`src/qvr_pkg.sv`:
```
// Shared types and constants of the quaternion vector rotation block.
`default_nettype none
package qvr_pkg;

  localparam int unsigned VEC_W     = 16;
  localparam int unsigned QUAT_W    = 16;
  localparam int unsigned OUT_W     = 16;
  localparam int unsigned CFG_IDX_W = 3;

  localparam logic signed [QUAT_W-1:0] QUAT_W_RST = 16'sd16384;

  typedef enum logic [CFG_IDX_W-1:0] {
    REG_QUAT_X = 3'd0,
    REG_QUAT_Y = 3'd1,
    REG_QUAT_Z = 3'd2,
    REG_QUAT_W = 3'd3
  } cfg_reg_e;

  typedef struct packed {
    logic signed [QUAT_W-1:0] x;
    logic signed [QUAT_W-1:0] y;
    logic signed [QUAT_W-1:0] z;
    logic signed [QUAT_W-1:0] w;
  } quat_t;

  // Per-item side information that travels next to the arithmetic.
  typedef struct packed {
    logic [2:0] neg;
    logic       zero;
  } side_t;

  typedef struct packed {
    logic [OUT_W-1:0] x;
    logic [OUT_W-1:0] y;
    logic [OUT_W-1:0] z;
    logic             zero;
  } res_t;

endpackage
`default_nettype wire

```
`src/qvr_isqrt.sv`:
```
// Pipelined integer square root, one result bit per stage, for three lanes.
`default_nettype none
module qvr_isqrt #(
  parameter int unsigned FRAC_BITS = 14
) (
  input  wire logic                        clk_i,
  input  wire logic                        en_i,
  input  wire logic        [2*FRAC_BITS:0] rad_i [3],
  input  wire qvr_pkg::side_t              side_i,
  output logic             [FRAC_BITS:0]   root_o [3],
  output qvr_pkg::side_t                   side_o
);

  localparam int unsigned NW    = 2 * FRAC_BITS + 1;
  localparam int unsigned RSW   = NW + 1;
  localparam int unsigned SQ_ST = FRAC_BITS + 1;

  logic [NW-1:0]  n_q   [SQ_ST][3];
  logic [RSW-1:0] res_q [SQ_ST][3];
  qvr_pkg::side_t sd_q  [SQ_ST];

  for (genvar j = 0; j < SQ_ST; j++) begin : g_st
    localparam logic [RSW-1:0] BIT = RSW'(1) << (2 * (FRAC_BITS - j));
    qvr_pkg::side_t sd_in;
    if (j == 0) begin : g_first
      assign sd_in = side_i;
    end else begin : g_next
      assign sd_in = sd_q[j-1];
    end

    for (genvar l = 0; l < 3; l++) begin : g_lane
      logic [NW-1:0]  n_in;
      logic [RSW-1:0] res_in;
      logic [RSW-1:0] sum;
      logic           ge;
      if (j == 0) begin : g_first
        assign n_in   = rad_i[l];
        assign res_in = '0;
      end else begin : g_next
        assign n_in   = n_q[j-1][l];
        assign res_in = res_q[j-1][l];
      end
      assign sum = res_in + BIT;
      assign ge  = ({1'b0, n_in} >= sum);
      always_ff @(posedge clk_i) begin
        if (en_i) begin
          n_q[j][l]   <= ge ? NW'({1'b0, n_in} - sum) : n_in;
          res_q[j][l] <= ge ? ((res_in >> 1) + BIT) : (res_in >> 1);
        end
      end
    end

    always_ff @(posedge clk_i) begin
      if (en_i) begin
        sd_q[j] <= sd_in;
      end
    end
  end

  for (genvar l = 0; l < 3; l++) begin : g_out
    assign root_o[l] = res_q[SQ_ST-1][l][FRAC_BITS:0];
  end
  assign side_o = sd_q[SQ_ST-1];

endmodule
`default_nettype wire

```
`config.mk`:
```
export PLATFORM = sky130hd
export DESIGN_NAME = qvr_isqrt
export DESIGN_NICKNAME = d
export VERILOG_FILES = /design/src/qvr_pkg.sv /design/src/qvr_isqrt.sv
export SDC_FILE = /design/constraint.sdc
export NUM_CORES = 2
export LEC_CHECK = 0
export BUFFER_PORTS_ARGS = -buffer_cell sky130_fd_sc_hd__buf_2
export CORE_AREA = 10 10 251 493
export DETAILED_ROUTE_END_ITERATION = 8
export DIE_AREA = 0 0 261 503
export PLACE_DENSITY = 0.88
export SLEW_MARGIN = 20
export SYNTH_ARGS = -nofsm -noshare
export SYNTH_HDL_FRONTEND = slang
export SYNTH_SLANG_ARGS = --single-unit
```
`constraint.sdc`:
```
create_clock -name clk_i -period 9.4 [get_ports clk_i]
set_input_delay 0.94 -clock clk_i [delete_from_list [all_inputs] [get_ports clk_i]]
set_output_delay 0.94 -clock clk_i [all_outputs]
set_load 0.01 [all_outputs]
```
==> impl_metrics.env <==
export IMPL_status="finished clean"
export IMPL_final_area_sq_um=82000
export IMPL_clockBufferDepth=3
export IMPL_cp_slowest_cell="a2111oi_0"
export IMPL_ys_seq_area_share_pct=65.9
export IMPL_max_slew_worst_pin_slew_ps=1110
export IMPL_whs_ps=335
export IMPL_place_ws_ps=5740
export IMPL_die_y_um=503
export IMPL_syn_to_final_growth_pct=9.81
export IMPL_synth_edf_count=1638
export IMPL_fin_ws_ps=5580
export IMPL_hold_path_end="n_q[0][73]"
export IMPL_cpPeakStageDelay_ps=770
export IMPL_leakagePower_nw=31.1
export IMPL_yosysMostFrequentCell="edfxtp_1"
export IMPL_clk_pin_slew_ps=70
export IMPL_drv_slew=0
export IMPL_required_ps=9900
export IMPL_drtAntennaViolNets=0
export IMPL_clk_latency_ps=780
export IMPL_gp_congestion=1.01
export IMPL_synth_common_cells="edfxtp_1 (1638), inv_1 (463), ha_1 (393), nand2_1 (323), nor2_1 (297)"
export IMPL_grt_total_usage_pct=21.6
export IMPL_fmax_mhz=262
export IMPL_via_per_inst=5.99
export IMPL_rsz0062_at_grt="false"
export IMPL_grt_pass1_wl_mm=226
export IMPL_synth_top_area_share_pct=65.9
export IMPL_dpl_cell_area_sq_um=77200
export IMPL_cp_cell_sequence="ha_1 > nor2b_1 > o31ai_1 > nand2_1 > a2111oi_0 > o31ai_1 > a221oi_1 > nand3_1 > xnor2_1"
export IMPL_initial_core_util_pct=64.5
export IMPL_ir_drop_v=0.000241
export IMPL_worst_path_buf_inv=0
export IMPL_dr_pass1_iters=6
export IMPL_setup_tns_ps=0
export IMPL_io_buffers=141
export IMPL_reg2reg_setup_slack_ps=5580
export IMPL_syn_area_sq_um=74700
export IMPL_cts_root_buf="clkbuf_16"
export IMPL_crit_top_cell="o31ai_1"
export IMPL_yosysWarnings=0
export IMPL_wl_mm=141
export IMPL_cts_made_buffers=140
export IMPL_critPathTopFamily="compound AO/OA/AOI/OAI gates"
export IMPL_path_class="reg -> reg"
export IMPL_finalClockSkew_ps=27.6
export IMPL_synth_top_area_cell="edfxtp_1"
export IMPL_clock_sinks=1638
export IMPL_wl_per_cell_um=19.0
export IMPL_drt_initial_drc_count=3063
export IMPL_reg2reg_to="n_q[5][82]"
export IMPL_place_hpwl_mm=97.6
export IMPL_cts_resized_gates=0
export IMPL_core_sq_um=116000
export IMPL_ys_dominant_reg_cell="edfxtp_1"
export IMPL_io_pins=142
export IMPL_hp_start="rad_i[73]"
export IMPL_fin_crit_sh_pct=40.7
export IMPL_cts_setup_buffers=0
export IMPL_fin_crit_ps=3820
export IMPL_relSlewSlack_pct=26.3
export IMPL_path_max_fanout=5
export IMPL_drc=0
export IMPL_synth_cell_types=81
export IMPL_die_area_sq_um=131000
export IMPL_synth_area_leaders="edfxtp_1 (66%), ha_1 (6.6%), xor2_1 (2.6%)"
export IMPL_layout_drive_gt1_share_pct=8.73
export IMPL_fillerInstances=6961
export IMPL_syn_inst=5523
export IMPL_avgSynthCellArea_sq_um=13.5
export IMPL_end_kind="flip-flop"
export IMPL_antenna_found_initial=0
export IMPL_cts_hold_buf=0
export IMPL_die_w_um=261
export IMPL_grt_ovfl_total=0
export IMPL_first_global_vias=45684
export IMPL_antenna_cells=0
export IMPL_grt_max_degree=208
export IMPL_vias=44325
export IMPL_power_density_nw_per_um2=234
export IMPL_worstHoldPathCells=1
export IMPL_worstPathArrival_ps=4320
export IMPL_crit_reg2reg_launch="n_q[4][155]"
export IMPL_htreeDepth=4
export IMPL_cap_violations=0
export IMPL_nets=6246
export IMPL_hold_viol=0
export IMPL_ff2ff_path_depth=9
export IMPL_synth_seq_cells=1638
export IMPL_critPathLaunchType="flip-flop"
export IMPL_hp_class="in -> reg"
export IMPL_rows=177
export IMPL_setup_viol=0
export IMPL_cts_tree="yes"
export IMPL_synthArstFlopShare_pct=0
## per-stage QoR
stage               util [%]  std cells  power, mW
global placement        66.7       7136       13.0
CTS                     70.8       7395       19.2
floorplan                  -       5525       12.2
detailed placement      66.7       7136       13.3
global route            70.8       7395       20.0
finish                  70.8       7395       19.2
## flip-flops by register name (all words and copies together), names as in the netlist
register	count
n_q	1218
sd_q	60
res_q	360
## logic make-up (layout without fill, tap and decap cells)
family                     Yosys count  count (layout)  share of synthesized area, %
DFF                               1638            1638                          65.9
adders and majority gates          396             396                          6.66
and+or+nand+nor                   1471            1471                          10.3
AOI/OAI and AO/OA                  932             932                          7.67
other                                1               3                       0.00502
xor gates and xnor gates           444             444                          5.21
buffers and inverters              535             884                          2.74
muxes                              106             106                          1.56
## final cells by class
class | instances | area (sq um) | area share (%)
Clock inverter | 94 | 1140 | 1.39
Sequential cell | 1638 | 49200 | 60.0
Timing Repair Buffer | 162 | 945 | 1.15
Tap cell | 1521 | 1900 | 2.32
Clock buffer | 165 | 3620 | 4.41
Multi-Input combinational cell | 3352 | 23500 | 28.6
Inverter | 463 | 1740 | 2.12
## how the worst max path moves through the flow
stage	from	end	slack (ps)	depth (start not counted)
floorplan	n_q[5][18]	n_q[5][114]	6430	9
global placement	en_i	n_q[4][34]	5800	3
detailed placement	en_i	n_q[4][33]	5740	3
CTS	n_q[5][99]	n_q[6][21]	5730	9
global route	n_q[4][155]	n_q[5][82]	5330	9
finish	n_q[4][155]	n_q[5][82]	5580	9
## where the power goes
part	internal (mW)	switching (mW)	total (mW)
clock	3.36	2.60	5.96
sequential	9.27	0.664	9.93
combinational	1.44	1.85	3.29
## per-layer routing
layer	vias up	routed length, um	track usage (%)
met4	0	8390	12.5
met1	21180	47300	20.9
met3	467	6490	3.56
met5	-	0	0
met2	1572	78500	41.8
li1	21106	-	-
## layout by cell type, fill, tap and decap left out, types with 16 or more instances in the layout
| cell type | synthesis | layout |
|---|---|---|
| nor3_1 | 162 | 158 |
| o211ai_1 | 16 | 16 |
| a21oi_1 | 263 | 263 |
| a211oi_1 | 32 | 32 |
| nand2_1 | 323 | 323 |
| o21bai_1 | 16 | 16 |
| nand3_1 | 87 | 87 |
| mux2i_1 | 20 | 20 |
| a21o_1 | 81 | 81 |
| o31ai_1 | 27 | 27 |
| edfxtp_1 | 1638 | 1638 |
| mux2_2 | 86 | 86 |
| o21a_1 | 84 | 84 |
| or2_2 | 24 | 24 |
| ha_1 | 393 | 393 |
| o21ai_0 | 277 | 277 |
| a31oi_1 | 27 | 27 |
| nand4b_1 | 22 | 22 |
| nand2b_1 | 88 | 88 |
| or3_1 | 43 | 43 |
| clkbuf_16 | 0 | 141 |
| nor4b_1 | 27 | 27 |
| and3_1 | 22 | 22 |
| nor4_1 | 160 | 160 |
| clkinv_2 | 0 | 25 |
| or4_1 | 47 | 47 |
| buf_2 | 1 | 140 |
| nor2b_1 | 45 | 45 |
| xnor2_1 | 220 | 220 |
| xor2_1 | 224 | 224 |
| bufinv_16 | 0 | 20 |
| clkbuf_1 | 58 | 24 |
| nand4_1 | 52 | 52 |
| inv_1 | 463 | 463 |
| nor2_1 | 297 | 297 |
Note: power is estimated with default switching activity, not from simulation.
